==> src/hkx_pkg.sv <==
// Shared constants, types and command format of the header keyed XOR skip decoder.
package hkx_pkg;

    // File layout
    localparam int HEADER_BYTES = 28;
    localparam int MAGIC_LEN    = 8;
    localparam int MAGIC_IDX_W  = $clog2(MAGIC_LEN);
    localparam int KEY_OFFSET   = 16;
    localparam int WORD_BYTES   = 4;

    localparam logic [31:0] HDR_LEN      = 32'(HEADER_BYTES);
    localparam logic [31:0] HDR_LAST_POS = 32'(HEADER_BYTES - 1);
    localparam logic [31:0] KEY_LAST_POS = 32'(KEY_OFFSET + WORD_BYTES - 1);
    localparam logic [31:0] MAGIC_LEN32  = 32'(MAGIC_LEN);
    localparam logic [31:0] WORD_LEN32   = 32'(WORD_BYTES);

    // Expected leading bytes of every file
    localparam logic [7:0] MAGIC_BYTES [MAGIC_LEN] = '{
        8'h67, 8'h65, 8'h6d, 8'h74, 8'h72, 8'h61, 8'h64, 8'h65
    };

    // Command queue between front and back
    localparam int QUEUE_DEPTH = 2;
    localparam int QPTR_W      = $clog2(QUEUE_DEPTH);
    localparam int QCNT_W      = $clog2(QUEUE_DEPTH + 1);

    // Remainder unit
    localparam int DIV_STEPS = 32;
    localparam int DIV_CNT_W = $clog2(DIV_STEPS);

    // Result status codes
    localparam logic [1:0] STS_OK    = 2'd0;
    localparam logic [1:0] STS_SHORT = 2'd1;
    localparam logic [1:0] STS_MAGIC = 2'd2;
    localparam logic [1:0] STS_ZSKIP = 2'd3;

    typedef enum logic [2:0] {
        PH_IDLE    = 3'b001,
        PH_HEADER  = 3'b010,
        PH_PAYLOAD = 3'b100
    } t_phase;

    typedef enum logic [1:0] {
        BK_RUN = 2'b01,
        BK_DIV = 2'b10
    } t_back_st;

    typedef enum logic [1:0] {
        CMD_SETUP = 2'd0,
        CMD_NOTE  = 2'd1,
        CMD_DATA  = 2'd2
    } t_cmd_kind;

    typedef struct packed {
        t_cmd_kind   kind;
        logic [7:0]  data_byte;
        logic        last;
        logic [1:0]  status;
        logic [31:0] plen;
        logic [31:0] key;
        logic [31:0] half;
        logic [31:0] skip;
    } t_cmd;

    typedef struct packed {
        logic        start;
        logic [31:0] dividend;
        logic [31:0] divisor;
    } t_div_req;

    typedef struct packed {
        logic        done;
        logic [31:0] rem;
    } t_div_rsp;

endpackage

==> src/hkx_if.sv <==
// Valid/ready channel interfaces for input bytes, queue commands and results.
interface hkx_in_if;
    logic        valid;
    logic        ready;
    logic [7:0]  in_byte;
    logic        start_flag;
    logic [31:0] file_len;

    modport source (output valid, output in_byte, output start_flag, output file_len,
                    input ready);
    modport sink   (input valid, input in_byte, input start_flag, input file_len,
                    output ready);
endinterface

interface hkx_cmd_if;
    logic          valid;
    logic          ready;
    hkx_pkg::t_cmd cmd;

    modport source (output valid, output cmd, input ready);
    modport sink   (input valid, input cmd, output ready);
endinterface

interface hkx_out_if;
    logic        valid;
    logic        ready;
    logic [7:0]  out_byte;
    logic        has_byte;
    logic [1:0]  status;
    logic [31:0] end_pos;
    logic [31:0] payload_len;
    logic        last;

    modport source (output valid, output out_byte, output has_byte, output status,
                    output end_pos, output payload_len, output last, input ready);
    modport sink   (input valid, input out_byte, input has_byte, input status,
                    input end_pos, input payload_len, input last, output ready);
endinterface

==> src/hkx_front.sv <==
// Front end: tracks file position, parses the header and issues queue commands.
module hkx_front (
    input  logic      i_clk,
    input  logic      i_rst_n,
    hkx_in_if.sink    i_in,
    hkx_cmd_if.source o_cmd
);
    import hkx_pkg::*;

    t_phase      r_phase, n_phase, e_phase;
    logic [31:0] r_byte_pos, n_byte_pos, e_pos;
    logic [31:0] r_total_len, n_total_len, e_len;
    logic [1:0]  r_err, n_err, e_err;
    logic [63:0] r_hs, n_hs, e_hs, hs_new;
    logic [31:0] r_key, n_key, e_key;
    logic [31:0] wa, wb, sum_ab, dif_ab, plen;
    logic        in_file, is_last, has_cmd, accept;
    t_cmd        cmd;

    assign i_in.ready  = o_cmd.ready;
    assign accept      = i_in.valid && i_in.ready;
    assign o_cmd.valid = i_in.valid && has_cmd;
    assign o_cmd.cmd   = cmd;

    // Restart state when a file begins
    always_comb begin
        if (i_in.start_flag) begin
            e_phase = PH_HEADER;
            e_pos   = '0;
            e_len   = i_in.file_len;
            e_err   = (i_in.file_len < HDR_LEN) ? STS_SHORT : STS_OK;
            e_hs    = '0;
            e_key   = '0;
        end else begin
            e_phase = r_phase;
            e_pos   = r_byte_pos;
            e_len   = r_total_len;
            e_err   = r_err;
            e_hs    = r_hs;
            e_key   = r_key;
        end
    end

    // Header words and position tests
    always_comb begin
        hs_new  = {i_in.in_byte, e_hs[63:8]};
        wa      = hs_new[31:0];
        wb      = hs_new[63:32];
        sum_ab  = wa + wb;
        dif_ab  = wa - wb;
        plen    = e_len - HDR_LEN;
        in_file = e_pos < e_len;
        is_last = e_pos == (e_len - 32'd1);
    end

    // Classify the byte and build its command
    always_comb begin
        n_phase     = e_phase;
        n_byte_pos  = e_pos;
        n_total_len = e_len;
        n_err       = e_err;
        n_hs        = e_hs;
        n_key       = e_key;
        has_cmd     = 1'b0;
        cmd         = '{kind: CMD_NOTE, data_byte: i_in.in_byte, last: is_last,
                        status: STS_OK, plen: plen, key: e_key,
                        half: {1'b0, sum_ab[31:1]}, skip: {1'b0, dif_ab[31:1]}};
        if (e_phase != PH_IDLE) begin
            if (!in_file) begin
                n_phase = PH_IDLE;
            end else begin
                n_byte_pos = e_pos + 32'd1;
                case (e_phase)
                    PH_HEADER: begin
                        if (e_err == STS_OK) begin
                            if (e_pos < MAGIC_LEN32 &&
                                i_in.in_byte != MAGIC_BYTES[e_pos[MAGIC_IDX_W-1:0]]) begin
                                n_err = STS_MAGIC;
                            end
                            n_hs = hs_new;
                            if (e_pos == KEY_LAST_POS) begin
                                n_key = hs_new[63:32];
                            end
                            if (e_pos == HDR_LAST_POS && n_err == STS_OK) begin
                                if (dif_ab[31:1] == '0) begin
                                    n_err = STS_ZSKIP;
                                end else begin
                                    n_phase  = PH_PAYLOAD;
                                    has_cmd  = 1'b1;
                                    cmd.kind = CMD_SETUP;
                                end
                            end
                        end
                        if (is_last) begin
                            has_cmd    = 1'b1;
                            cmd.status = n_err;
                            cmd.plen   = (n_err == STS_OK) ? plen : '0;
                        end
                    end
                    PH_PAYLOAD: begin
                        has_cmd  = 1'b1;
                        cmd.kind = CMD_DATA;
                    end
                    default: begin
                        has_cmd = 1'b0;
                    end
                endcase
            end
        end
    end

    // Control state
    always_ff @(posedge i_clk) begin
        if (!i_rst_n) begin
            r_phase     <= PH_IDLE;
            r_byte_pos  <= '0;
            r_total_len <= '0;
            r_err       <= STS_OK;
        end else if (accept) begin
            r_phase     <= n_phase;
            r_byte_pos  <= n_byte_pos;
            r_total_len <= n_total_len;
            r_err       <= n_err;
        end
    end

    // Header data
    always_ff @(posedge i_clk) begin
        if (!i_rst_n) begin
            r_hs  <= '0;
            r_key <= '0;
        end else if (accept) begin
            r_hs  <= n_hs;
            r_key <= n_key;
        end
    end

endmodule

==> src/hkx_queue.sv <==
// Short command queue that decouples the front end from the back end.
module hkx_queue (
    input  logic      i_clk,
    input  logic      i_rst_n,
    hkx_cmd_if.sink   i_push,
    hkx_cmd_if.source o_pop
);
    import hkx_pkg::*;

    t_cmd              r_mem [QUEUE_DEPTH];
    logic [QPTR_W-1:0] r_wp, r_rp;
    logic [QCNT_W-1:0] r_cnt;
    logic              push, pop;

    assign i_push.ready = r_cnt != QCNT_W'(QUEUE_DEPTH);
    assign o_pop.valid  = r_cnt != '0;
    assign o_pop.cmd    = r_mem[r_rp];
    assign push         = i_push.valid && i_push.ready;
    assign pop          = o_pop.valid && o_pop.ready;

    // Store entries
    always_ff @(posedge i_clk) begin
        if (push) begin
            r_mem[r_wp] <= i_push.cmd;
        end
    end

    // Advance pointers and count
    always_ff @(posedge i_clk) begin
        if (!i_rst_n) begin
            r_wp  <= '0;
            r_rp  <= '0;
            r_cnt <= '0;
        end else begin
            if (push) begin
                r_wp <= (r_wp == QPTR_W'(QUEUE_DEPTH - 1)) ? '0 : r_wp + 1'b1;
            end
            if (pop) begin
                r_rp <= (r_rp == QPTR_W'(QUEUE_DEPTH - 1)) ? '0 : r_rp + 1'b1;
            end
            r_cnt <= r_cnt + QCNT_W'(push) - QCNT_W'(pop);
        end
    end

`ifndef SYNTHESIS
    a_cnt_bound: assert property (@(posedge i_clk) disable iff (!i_rst_n)
        r_cnt <= QCNT_W'(QUEUE_DEPTH))
        else $error("queue count exceeds depth");

    a_cnt_inc: assert property (@(posedge i_clk) disable iff (!i_rst_n)
        (push && !pop) |=> (r_cnt == $past(r_cnt) + 1'b1))
        else $error("queue count missed a push");

    a_cnt_dec: assert property (@(posedge i_clk) disable iff (!i_rst_n)
        (pop && !push) |=> (r_cnt == $past(r_cnt) - 1'b1))
        else $error("queue count missed a pop");
`endif

endmodule

==> src/hkx_div.sv <==
// Restoring radix-2 remainder unit, one quotient bit per cycle.
module hkx_div (
    input  logic              i_clk,
    input  logic              i_rst_n,
    input  hkx_pkg::t_div_req i_req,
    output hkx_pkg::t_div_rsp o_rsp
);
    import hkx_pkg::*;

    logic [31:0]          r_rem, r_dvd, r_dvs, n_rem;
    logic [DIV_CNT_W-1:0] r_cnt;
    logic                 r_busy, r_done;
    logic [32:0]          trial, diff;

    // Shift in one dividend bit and try the subtract
    always_comb begin
        trial = {r_rem, r_dvd[31]};
        diff  = trial - {1'b0, r_dvs};
        n_rem = diff[32] ? trial[31:0] : diff[31:0];
    end

    assign o_rsp.done = r_done;
    assign o_rsp.rem  = r_rem;

    // Step control
    always_ff @(posedge i_clk) begin
        if (!i_rst_n) begin
            r_busy <= 1'b0;
            r_done <= 1'b0;
            r_cnt  <= '0;
        end else begin
            r_done <= 1'b0;
            if (i_req.start) begin
                r_busy <= 1'b1;
                r_cnt  <= '0;
            end else if (r_busy) begin
                r_cnt <= r_cnt + 1'b1;
                if (r_cnt == DIV_CNT_W'(DIV_STEPS - 1)) begin
                    r_busy <= 1'b0;
                    r_done <= 1'b1;
                end
            end
        end
    end

    // Datapath
    always_ff @(posedge i_clk) begin
        if (i_req.start) begin
            r_rem <= '0;
            r_dvd <= i_req.dividend;
            r_dvs <= i_req.divisor;
        end else if (r_busy) begin
            r_rem <= n_rem;
            r_dvd <= {r_dvd[30:0], 1'b0};
        end
    end

endmodule

==> src/hkx_back.sv <==
// Back end: key setup, word cursor, payload XOR and result register.
module hkx_back (
    input  logic      i_clk,
    input  logic      i_rst_n,
    hkx_cmd_if.sink   i_cmd,
    hkx_out_if.source o_out
);
    import hkx_pkg::*;

    t_back_st    r_st;
    logic [31:0] r_key, r_half, r_skip, r_plen, r_nmh, r_ws, r_q;
    logic        r_done;
    // cursor look-ahead pipeline
    logic [32:0] r_v8, r_v8_2;
    logic [33:0] r_nx;
    logic        r_cdone, r_cjump;
    logic [31:0] r_s3_ws;
    logic        r_s3_done;
    logic        s3_over;
    // result register
    logic        r_out_valid, r_has, r_last;
    logic [7:0]  r_ob;
    logic [1:0]  r_sts;
    logic [31:0] r_endp, r_plen_o;

    t_cmd        c;
    t_div_req    div_req;
    t_div_rsp    div_rsp;
    logic        out_free, take, pop, emit, adv, hit, done_a;
    logic [32:0] dq;
    logic [1:0]  k;
    logic [7:0]  ob;
    logic [31:0] ws_a, endp;

    hkx_div u_div (
        .i_clk   (i_clk),
        .i_rst_n (i_rst_n),
        .i_req   (div_req),
        .o_rsp   (div_rsp)
    );

    assign c           = i_cmd.cmd;
    assign out_free    = !r_out_valid || o_out.ready;
    assign take        = out_free && (r_st == BK_RUN);
    assign i_cmd.ready = take;
    assign pop         = i_cmd.valid && take;

    // Decode position within the current word
    always_comb begin
        dq     = {1'b0, r_q} - {1'b0, r_ws};
        hit    = !r_done && (dq[32:2] == '0);
        k      = dq[1:0];
        ob     = c.data_byte ^ 8'(r_key >> {k, 3'b000});
        adv    = pop && (c.kind == CMD_DATA) && hit && (k == 2'd3);
        ws_a   = adv ? r_s3_ws : r_ws;
        done_a = adv ? r_s3_done : r_done;
        endp   = done_a ? ws_a : ws_a + WORD_LEN32;
    end

    // Select result fields
    always_comb begin
        div_req.start    = pop && (c.kind == CMD_SETUP);
        div_req.dividend = c.half;
        div_req.divisor  = c.skip;
        case (c.kind)
            CMD_SETUP: emit = c.last;
            CMD_NOTE:  emit = 1'b1;
            CMD_DATA:  emit = 1'b1;
            default:   emit = 1'b0;
        endcase
    end

    // Look ahead to the next word start from the current one
    always_comb begin
        s3_over = ({1'b0, r_nx} + {3'b0, r_half}) > {3'b0, r_plen};
    end

    always_ff @(posedge i_clk) begin
        r_v8      <= {1'b0, r_ws} + 33'd4;
        r_v8_2    <= r_v8;
        r_nx      <= {1'b0, r_v8} + {2'b0, r_skip};
        r_cdone   <= {2'b0, r_plen} <= ({1'b0, r_v8} + 34'd3);
        r_cjump   <= ({1'b0, r_half} <= r_v8) &&
                     (({2'b0, r_half} + {1'b0, r_v8}) < {2'b0, r_plen});
        r_s3_done <= r_cdone;
        if (r_cdone || !r_cjump) begin
            r_s3_ws <= r_v8_2[31:0];
        end else begin
            r_s3_ws <= s3_over ? r_nmh : r_nx[31:0];
        end
    end

    // Sequencer state
    always_ff @(posedge i_clk) begin
        if (!i_rst_n) begin
            r_st <= BK_RUN;
        end else begin
            case (r_st)
                BK_RUN: begin
                    if (div_req.start) begin
                        r_st <= BK_DIV;
                    end
                end
                BK_DIV: begin
                    if (div_rsp.done) begin
                        r_st <= BK_RUN;
                    end
                end
                default: r_st <= BK_RUN;
            endcase
        end
    end

    // Key, cursor and file constants
    always_ff @(posedge i_clk) begin
        if (div_req.start) begin
            r_key  <= c.key;
            r_half <= c.half;
            r_skip <= c.skip;
            r_plen <= c.plen;
            r_nmh  <= c.plen - c.half;
            r_ws   <= '0;
            r_done <= c.plen < WORD_LEN32;
            r_q    <= '0;
        end else if (r_st == BK_DIV && div_rsp.done) begin
            r_key <= r_key - div_rsp.rem;
        end else if (pop && c.kind == CMD_DATA) begin
            r_q <= r_q + 32'd1;
            if (adv) begin
                r_key  <= r_key - 32'd1;
                r_ws   <= r_s3_ws;
                r_done <= r_s3_done;
            end
        end
    end

    // Hold result until taken
    always_ff @(posedge i_clk) begin
        if (!i_rst_n) begin
            r_out_valid <= 1'b0;
        end else if (out_free) begin
            r_out_valid <= pop && emit;
        end
    end

    always_ff @(posedge i_clk) begin
        if (pop && emit) begin
            r_last <= c.last;
            if (c.kind == CMD_DATA) begin
                r_ob     <= hit ? ob : c.data_byte;
                r_has    <= 1'b1;
                r_sts    <= STS_OK;
                r_endp   <= c.last ? endp : '0;
                r_plen_o <= c.last ? c.plen : '0;
            end else begin
                r_ob     <= '0;
                r_has    <= 1'b0;
                r_sts    <= c.status;
                r_endp   <= '0;
                r_plen_o <= c.plen;
            end
        end
    end

    assign o_out.valid       = r_out_valid;
    assign o_out.out_byte    = r_ob;
    assign o_out.has_byte    = r_has;
    assign o_out.status      = r_sts;
    assign o_out.end_pos     = r_endp;
    assign o_out.payload_len = r_plen_o;
    assign o_out.last        = r_last;

`ifndef SYNTHESIS
    a_div_in_div: assert property (@(posedge i_clk) disable iff (!i_rst_n)
        div_rsp.done |-> (r_st == BK_DIV))
        else $error("remainder finished outside key setup");

    a_no_double_adv: assert property (@(posedge i_clk) disable iff (!i_rst_n)
        adv |=> !adv)
        else $error("cursor advanced on two adjacent bytes");

    a_mid_fields: assert property (@(posedge i_clk) disable iff (!i_rst_n)
        (o_out.valid && !o_out.last) |->
        (o_out.end_pos == '0 && o_out.payload_len == '0 && o_out.status == STS_OK &&
         o_out.has_byte))
        else $error("summary fields set on a non-final result");

    a_nobyte_last: assert property (@(posedge i_clk) disable iff (!i_rst_n)
        (o_out.valid && !o_out.has_byte) |-> (o_out.last && o_out.out_byte == '0))
        else $error("empty result that is not final");
`endif

endmodule

==> src/header_keyed_xor_skip_decoder.sv <==
// Top level of the header keyed XOR skip decoder: front end, queue and back end.
//
//  channel  | dir | payload                                                    | accept
//  i_in     | in  | in_byte, start_flag, file_len                              | valid && ready
//  o_out    | out | out_byte, has_byte, status, end_pos, payload_len, last     | valid && ready
//
// One file byte is taken per cycle while the queue has room; a result passes through a queue
// entry and then the result register before it can be taken.
// After the header's final byte the back end runs the 32-step remainder unit to derive the
// key; the 2-entry queue fills and the input then stalls until the key is set.
// A synchronous low i_rst_n clears control state at once; there is no clearing pass.
// A stalled o_out holds its result and the queue absorbs input until it is full.
module header_keyed_xor_skip_decoder (
    input  logic      i_clk,
    input  logic      i_rst_n,
    hkx_in_if.sink    i_in,
    hkx_out_if.source o_out
);
    hkx_cmd_if u_cmd_push ();
    hkx_cmd_if u_cmd_pop ();

    hkx_front u_front (
        .i_clk   (i_clk),
        .i_rst_n (i_rst_n),
        .i_in    (i_in),
        .o_cmd   (u_cmd_push)
    );

    hkx_queue u_queue (
        .i_clk   (i_clk),
        .i_rst_n (i_rst_n),
        .i_push  (u_cmd_push),
        .o_pop   (u_cmd_pop)
    );

    hkx_back u_back (
        .i_clk   (i_clk),
        .i_rst_n (i_rst_n),
        .i_cmd   (u_cmd_pop),
        .o_out   (o_out)
    );

endmodule
==> src/flat_wrapper.sv <==
// flat-port wrapper written by rule: the top's interface ports become plain ports
module header_keyed_xor_skip_decoder_flat 
  (i_clk, i_rst_n, i_in_valid, i_in_in_byte, i_in_start_flag, i_in_file_len, i_in_ready, o_out_valid, o_out_out_byte, o_out_has_byte, o_out_status, o_out_end_pos, o_out_payload_len, o_out_last, o_out_ready);
  hkx_in_if i_in_i ();
  hkx_out_if o_out_i ();
  input  logic i_clk;
  input  logic i_rst_n;
  input wire logic [$bits(i_in_i.valid)-1:0] i_in_valid;
  input wire logic [$bits(i_in_i.in_byte)-1:0] i_in_in_byte;
  input wire logic [$bits(i_in_i.start_flag)-1:0] i_in_start_flag;
  input wire logic [$bits(i_in_i.file_len)-1:0] i_in_file_len;
  output wire logic [$bits(i_in_i.ready)-1:0] i_in_ready;
  output wire logic [$bits(o_out_i.valid)-1:0] o_out_valid;
  output wire logic [$bits(o_out_i.out_byte)-1:0] o_out_out_byte;
  output wire logic [$bits(o_out_i.has_byte)-1:0] o_out_has_byte;
  output wire logic [$bits(o_out_i.status)-1:0] o_out_status;
  output wire logic [$bits(o_out_i.end_pos)-1:0] o_out_end_pos;
  output wire logic [$bits(o_out_i.payload_len)-1:0] o_out_payload_len;
  output wire logic [$bits(o_out_i.last)-1:0] o_out_last;
  input wire logic [$bits(o_out_i.ready)-1:0] o_out_ready;
  assign i_in_i.valid = i_in_valid;
  assign i_in_i.in_byte = i_in_in_byte;
  assign i_in_i.start_flag = i_in_start_flag;
  assign i_in_i.file_len = i_in_file_len;
  assign i_in_ready = i_in_i.ready;
  assign o_out_valid = o_out_i.valid;
  assign o_out_out_byte = o_out_i.out_byte;
  assign o_out_has_byte = o_out_i.has_byte;
  assign o_out_status = o_out_i.status;
  assign o_out_end_pos = o_out_i.end_pos;
  assign o_out_payload_len = o_out_i.payload_len;
  assign o_out_last = o_out_i.last;
  assign o_out_i.ready = o_out_ready;
  header_keyed_xor_skip_decoder u_core (.i_clk(i_clk), .i_rst_n(i_rst_n), .i_in(i_in_i), .o_out(o_out_i));
endmodule
==> config.mk <==
export PLATFORM = sky130hd
export DESIGN_NAME = header_keyed_xor_skip_decoder_flat
export DESIGN_NICKNAME = d
export VERILOG_FILES = /design/src/hkx_pkg.sv /design/src/hkx_if.sv /design/src/hkx_front.sv /design/src/hkx_queue.sv /design/src/hkx_div.sv /design/src/hkx_back.sv /design/src/header_keyed_xor_skip_decoder.sv /design/src/flat_wrapper.sv
export SDC_FILE = /design/constraint.sdc
export NUM_CORES = 2
export LEC_CHECK = 0
export BUFFER_PORTS_ARGS = -buffer_cell sky130_fd_sc_hd__buf_2
export CORE_MARGIN = 5
export CORE_UTILIZATION = 53
export CTS_BUF_LIST = sky130_fd_sc_hd__clkbuf_2 sky130_fd_sc_hd__clkbuf_4 sky130_fd_sc_hd__clkbuf_8
export DETAILED_ROUTE_END_ITERATION = 8
export GPL_ROUTABILITY_DRIVEN = 0
export PLACE_DENSITY = 0.69
export SYNTH_ARGS = -nofsm -noshare
export SYNTH_HDL_FRONTEND = slang
export SYNTH_SLANG_ARGS = --single-unit
==> constraint.sdc <==
create_clock -name i_clk -period 13.4 [get_ports i_clk]
set_input_delay 0.67 -clock i_clk [delete_from_list [all_inputs] [get_ports i_clk]]
set_output_delay 0.67 -clock i_clk [all_outputs]
set_load 0.01 [all_outputs]
# Word level (Yosys, flattened, before mapping)
# Memories as Yosys holds them, arrays and structs flattened. A register that Yosys moved wholly into a read port is not among the register bits.
# Index checks and enable logic that the tools add are counted.
# W data, S select, Z words.
[totals]
mem_count = 2
wordCells = 223
ff_bits = 678
output_inout_bits = 78
inputBits = 45
mem_bits_rw = 278
mem_bits_ro = 64
[memory_table]
columns = ["name", "words", "word_bits", "rd", "rd_ports_with_merged_regs", "write_ports", "line_no", "text"]
rows = [
  ["u_core.u_queue.r_mem", 2, 139, 1, 1, 1, "hkx_queue.sv:10", "t_cmd r_mem [QUEUE_DEPTH];"],
  ["(no name shown)", 8, 8, 1, 0, 0, "hkx_front.sv:77", "i_in.in_byte != MAGIC_BYTES[e_pos[MAGIC_IDX_W-1:0]]) begin"],
]
[classes]
magnitude_cmp = 9
muxes = 91
shifts = 1
bitwise_logic = 5
addsub = 22
eq_ne = 17
n_reduce_logical = 39
[ops]
columns = ["op", "count"]
rows = [
  ["$mux W32", 24],
  ["$mux W64", 5],
  ["$mux W34", 4],
  ["$sub A32 B32 Y32", 3],
  ["$add A32 B1 Y32 const B", 2],
  ["$eq A32 B5 Y1 const B", 2],
  ["$sub A32 B1 Y32 const B", 2],
  ["$logic_not A31 Y1", 2],
  ["$mux W2", 19],
  ["$add A34 B32 Y35", 1],
  ["$gt A35 B32 Y1", 1],
  ["$add A32 B33 Y34", 1],
  ["$add A33 B2 Y34 const B", 1],
  ["$add A33 B32 Y34", 1],
  ["$le A32 B34 Y1", 1],
  ["$lt A34 B32 Y1", 1],
  ["$add A32 B3 Y33 const B", 1],
  ["$le A32 B33 Y1", 1],
  ["$sub A32 B32 Y33", 1],
  ["$sub A33 B32 Y33", 1],
  ["$add A32 B3 Y32 const B", 1],
  ["$add A32 B32 Y32", 1],
  ["$eq A32 B32 Y1", 1],
  ["$lt A32 B3 Y1 const B", 1],
  ["other kinds (36)", 106],
]

# Depth between registers and ports, before layout
[depth]
ltp_word = 25
mapped_depth = 30
ltp_nobuf = 26

# Modules after synthesis
# Synthesis repeated with hierarchy kept, for this count alone.
[unflattened]
cells_unflattened = 6109
hier_area_um2 = 61275.0
[by_module_without_submodules]
columns = ["mod", "seq_area_each_um2", "n_inst", "area_each_um2", "cells_each"]
rows = [
  ["hkx_back", 11140.7, 1, 29736.0, 3157],
  ["hkx_front", 3143.0, 1, 14644.0, 1911],
  ["hkx_queue", 8568.2, 1, 10809.1, 468],
  ["hkx_div", 2702.6, 1, 6085.8, 573],
]

# Worst setup path after synthesis
# No wires, ideal clock.
[synth_path]
path_kind = "input -> register"
from = "input port i_in_start_flag"
to = "memory u_core.u_queue.r_mem[0][0] (netlist bit), enable pin"
setup_ns = 0.640
path_stages = 24
required_ns = 12.760
n_path_buf = 10
t_arrival_ns = 11.677
path_slack_ns = 1.083
cell_sequence = "buf_4 -> buf_2 -> buf_2 -> buf_4 -> buf_4 -> buf_4 -> buf_2 -> clkbuf_1 -> clkbuf_1 -> clkbuf_1 -> nor2b_1 -> ha_1 -> a211o_1 -> a31oi_1 -> o211ai_1 -> and2_1 -> a211oi_1 -> o21ai_0 -> o22ai_1 -> mux2_2 -> and4_1 -> a41oi_1 -> o211ai_2 -> nor2_1"
[synth_via]
elab_chain_len = 24
elab_cells_between_ends = 40
classes_between = "add/sub (2); order compare (2); eq/ne (6); mux (21); bitwise (1); reduce/logical (7); memory (1)"
[synth_rtl]
columns = ["item", "line_no", "text"]
rows = [
  ["start: declaration", "flat_wrapper.sv:10", "input wire logic [$bits(i_in_i.start_flag)-1:0] i_in_start_flag;"],
  ["$mux W32", "hkx_front.sv:27", "if (i_in.start_flag) begin"],
  ["$not A3 Y4 (implied by the code)", "hkx_front.sv:77", ""],
  ["$mem_v2 Z8 W8", "--", ""],
  ["$mux W8 (implied by the code) (2 in a row)", "hkx_front.sv:77", ""],
  ["$ne A8 B8 Y1", "hkx_front.sv:77", ""],
  ["$logic_and A1 B1 Y1", "hkx_front.sv:76", "if (e_pos < MAGIC_LEN32 &&"],
  ["$mux W2", "hkx_front.sv:76", ""],
  ["$mux W2", "hkx_front.sv:75", "if (e_err == STS_OK) begin"],
  ["[7 not listed]", "--", ""],
  ["$mux W1", "hkx_front.sv:94", "if (is_last) begin"],
  ["$pmux W1 S2", "hkx_front.sv:73", "case (e_phase)"],
  ["$mux W1", "hkx_front.sv:69", "if (!in_file) begin"],
  ["$mux W1 (*)", "hkx_front.sv:68", "if (e_phase != PH_IDLE) begin"],
  ["$logic_and A1 B1 Y1 (*)", "hkx_front.sv:22", "assign o_cmd.valid = i_in.valid && has_cmd;"],
  ["$logic_and A1 B1 Y1 (*)", "hkx_queue.sv:18", "assign push = i_push.valid && i_push.ready;"],
  ["$mux W1 (*)", "hkx_queue.sv:23", "if (push) begin"],
  ["$mux W1 (implied by the code) (*)", "hkx_queue.sv:24", "r_mem[r_wp] <= i_push.cmd;"],
  ["end: declaration", "hkx_queue.sv:10", ""],
]
# Every way passes the cells marked *; elsewhere a longest branch is shown, timed or not. The select of a mux whose other input is x is not followed.

# Worst setup path in the final report
[layout_path]
from = "input port i_in_start_flag"
to = "memory u_core.u_queue.r_mem[0][110] (netlist bit), enable pin"
# The elaborated chain is that of the path after synthesis.

==> metrics.md <==
| Metric | Value |
|---|---|
| # Post-CTS Setup Buffers | 0 |
| Chip Height | between 300 and 400 um |
| Synth Register Bits | 947 |
| Fmax | 144 MHz |
| Worst endpoint required time | 13.87 ns |
| Clock power share | 0.277 |
| Design area | 62500 um2 |
| Fin. max-slew vios | 0 |
| Layout net count | between 6000 and 7000 |
| Crit-path cells | buf_6 > buf_4 > buf_4 > mux2_2 > inv_1 > ha_1 > a21o_1 > a21o_1 > a21o_1 > a21o_1 > a221o_1 > a2111oi_0 > o21ai_0 > o22ai_1 > and2_1 > o211ai_2 > nor2_4 > buf_12 |
| Worst VDD drop | 0.140 mV |
| GR Util met2 | 0.449 |
| Total CTS buffers | 160 |
| Status | complete, no violations |
| Initial core utilization | 0.533 |
| Cts hold-fix bufs | 0 |
| PostCTS Resize Cnt | 0 |
| Post-synth EDFFs | 545 |
| Layout cells sized above 1 | 0.0915 |
| Antenna violations before repair | 2 |
| Root buf cell | clkbuf_8 |
| Switching pwr | between 0.003 and 0.004 W |
| Synth Area in Compound Gates | 0.151 |
| Core Area | between 100000 and 150000 um2 |
| Clk sinks | 947 |
| Global Route Usage Sum | 0.280 |
| Post-Synth Adder-Cell Area | 0.103 |
| I/O pin count | 123 |
| Commonest cells after routing, fill and taps aside | nor2_1, edfxtp_1, ha_1 |
| Setup-failing EPs final | 0 |
| P&R area growth vs syn | 9.69% |
| Synth Warn # | 0 |
| Synth top area cells | edfxtp_1, dfxtp_1, ha_1, xnor2_1, nor2_1 |
| WL/cell | 21.7 um |
| Max clock buf depth | 3 |
| HPWL Detailed | 124000 um |
| Slew margin rel. | 0.176 |
| Final Hold Slack | between 0.1 and 0.15 ns |
| Cell variety after synth | 97 |
| Largest net degree at the start of global routing | 140 |
| Worst hold path type | input pin to flip-flop |
| Flop pwr share | 0.372 |
| Simple-Gate Fraction of Synth Area | 0.157 |
| Crit path time final | around 7 ns |
| CP peak stage delay | 0.74 ns |
| CTS tree | yes |
| Register Area | ~24000 um2 |
| Drt total wl | ~160000 um |
| Cell count after synthesis | around 5900 |
| Die Area | around 110000 um2 |
| Worst path top cell family by delay | compound AO/OA/AOI/OAI gates |
| Placed cell area | 58900 um2 |
| Sequential-to-total area share from yosys stat | 0.428 |
| Area occupied by multi-input gates | approximately 30000 um2 |
| Sw Share | 0.364 |
| Worst setup SP type | input pin |
| Worst Path Max Fanout | 139 |
| DRC | 0 |
| MaxCap Viol Count | 0 |
| Logic gate share of total power | 0.351 |
| Kind of end point of the critical path | flip-flop |
| Fin. Hold Viols | 0 |
| Top_reg_cell synth | edfxtp_1 |
| Dominant cell type by area after synthesis | edfxtp_1 |
| Worst-Skew Late Latency | approximately 0.86 ns |
| Number of DRC markers in iteration 0 | 4422 |
| Worst Tran Pin Value | 1.20 ns |
| Deepest level of the CTS H-tree | 4 |
| Met1 GRT Util | 0.374 |
| Largest family of logic cells by synthesized area | simple AND/OR/NAND/NOR gates |
| Mux share of post-synthesis cell area | 0.0514 |
| Die Wd | between 300 and 400 um |
| PortBufs | 122 |
| Pwr Density | 168 nW/um2 |
| Commonest non-fill, non-tap cell in the layout | nor2_1 |
| Grt met3 use | 0.0470 |
| Worst-path clk slew | 0.06 ns |
| RSZ-0062 raised after global routing | no |
| Period utilization | 0.519 |
| Pleak | 25.1 nW |
| Vias per Instance | 5.97 |
| First-pass GRT wire length | ~250000 um |
| Overflow after GRT | 0 |
| Detailed Routing Iterations Pass 1 | 9 |
| Grt peak-use layer | met2 |
| Vias in the first global route | 42800 |
| Critical path arrival | between 7 and 8 ns |
| Buf+Inv Stages, Crit Path | 5 |
| Via count | between 40000 and 50000 |
| Synth top area share | 0.287 |
| FF-to-FF setup slack | 6.89 ns |
| Post-Syn Area | 57000 um2 |
| Fillcell total | 9354 |
| Async set-reset flop share out of synthesis | 0 |
| Rows | 120 |
| Syn Area/Cell | 9.63 um2 |
| Post-synthesis xor/xnor area fraction | 0.0699 |
| Post-Syn Nets | 6431 |
| Int Power | approximately 0.0067 W |
| Setup_tns | 0 ns |
| Slowest-stage cell, CP | buf_4 |
| Cell mode on critical path | a21o_1 |
| Clock skew | 0.0396 ns |
| Critical path type | input pin to flip-flop |
| Final ANT Viol Nets | 0 |
[synthesized netlist by cell type (all sizes together), types with 160 or more instances]
cell	count
nor2	616
edfxtp	545
ha	456
nand2	420
dfxtp	402
a21oi	370
inv	359
xnor2	311
o21ai	292
mux2i	220
clkbuf	173
nor2b	160
[flip-flops by register name (all words and copies together), names as in the netlist, 3 cells and up, named ones only]
name and count:
u_core.u_queue.r_mem 278, u_core.u_front.r_hs 56, u_core.u_back.r_nx 34, u_core.u_back.r_v8 33
u_core.u_back.o_out.end_pos 32, u_core.u_back.o_out.payload_len 32, u_core.u_back.r_key 32, u_core.u_back.r_nmh 32
u_core.u_back.r_plen 32, u_core.u_back.r_q 32, u_core.u_back.r_s3_ws 32, u_core.u_back.r_v8_2 32
u_core.u_back.r_ws 32, u_core.u_back.u_div.r_dvd 32, u_core.u_back.u_div.r_rem 32, u_core.u_front.r_byte_pos 32
u_core.u_front.r_key 32, u_core.u_front.r_total_len 32, u_core.u_back.r_half 31, u_core.u_back.u_div.r_dvs 31
u_core.u_back.o_out.out_byte 8, u_core.u_back.u_div.r_cnt 5, u_core.u_front.r_phase 3
[cell type report]
class                           count  area share
Sequential cell                   947       0.390
Timing Repair Buffer              167      0.0159
Multi-Input combinational cell   4391       0.486
Clock buffer                      219      0.0438
Tap cell                         1403      0.0281
Inverter                          362      0.0218
Antenna cell                        3    0.000120
Clock inverter                     70      0.0135
[metal layers]
layer  share of wire  up-vias  wire length [um]
li1                -    21600                 -
met1            0.42    21400             69500
met2            0.45     1783             74100
met3           0.074      349             12200
met4           0.049        2              8010
met5         0.00010        -                17
[cell families after synthesis]
| logic type | Yosys count |
|---|---|
| fa+ha+maj | 464 |
| mux | 275 |
| buf+inv | 584 |
| simple gates | 1870 |
| flops | 947 |
| compound gates | 1327 |
| xor+xnor | 455 |
[worst paths after layout]
path	start	to	cells after the start
setup / recovery	i_in_start_flag	u_core.u_queue.r_mem[0][110]$_DFFE_PP_	18
hold / removal	o_out_ready	u_core.u_back.o_out.valid$_SDFFE_PN0N_	4
setup reg to reg	u_core.u_back.r_ws[11]$_SDFFE_PP0P_	u_core.u_back.o_out.end_pos[26]$_SDFFCE_PN0P_	21
hold reg to reg	u_core.u_back.r_cdone$_DFF_P_	u_core.u_back.r_s3_done$_DFF_P_	0
[power groups by stage]
stage / registers (W) / logic [W] / clock network (W)
4_1_cts: 0.00390 / 0.00366 / 0.00295
3_5_place_dp: 0.00396 / 0.00364 / 0
5_1_grt: 0.00394 / 0.00406 / 0.00309
2_1_floorplan: 0.00390 / 0.00267 / 0
6_report: 0.00391 / 0.00369 / 0.00291
3_3_place_gp: 0.00396 / 0.00357 / 0
[per-stage QoR]
step,total power (W),std cells,worst slack (ns),util
after floorplan,0.00656,5922,1.08,-
after global placement,0.00753,7270,5.69,0.551
after detailed placement,0.00760,7270,5.67,0.551
after CTS,0.0105,7559,6.57,0.585
after global routing,0.0111,7562,6.20,0.585
final,0.0105,7562,6.44,0.585
[worst reg2reg max path, cell delays in order (launching register included)]
cell and delay, ns:
dfxtp_1 0.55, inv_1 0.17, ha_1 0.48, a21oi_1 0.34, o211ai_1 0.22, o21ai_0 0.51
a211oi_1 0.13, nand2b_1 0.19, xnor2_1 0.36, nand4_1 0.22, nor4_4 0.17, buf_4 0.54
nand2_1 0.12, o21ai_1 0.15, ha_1 0.19, inv_1 0.12, nor2_1 0.55, nand3_1 0.26
mux2_2 0.37, nor2_1 0.23, a21oi_1 0.10, a211oi_1 0.31
No activity file was read; power rests on OpenSTA's default activity.
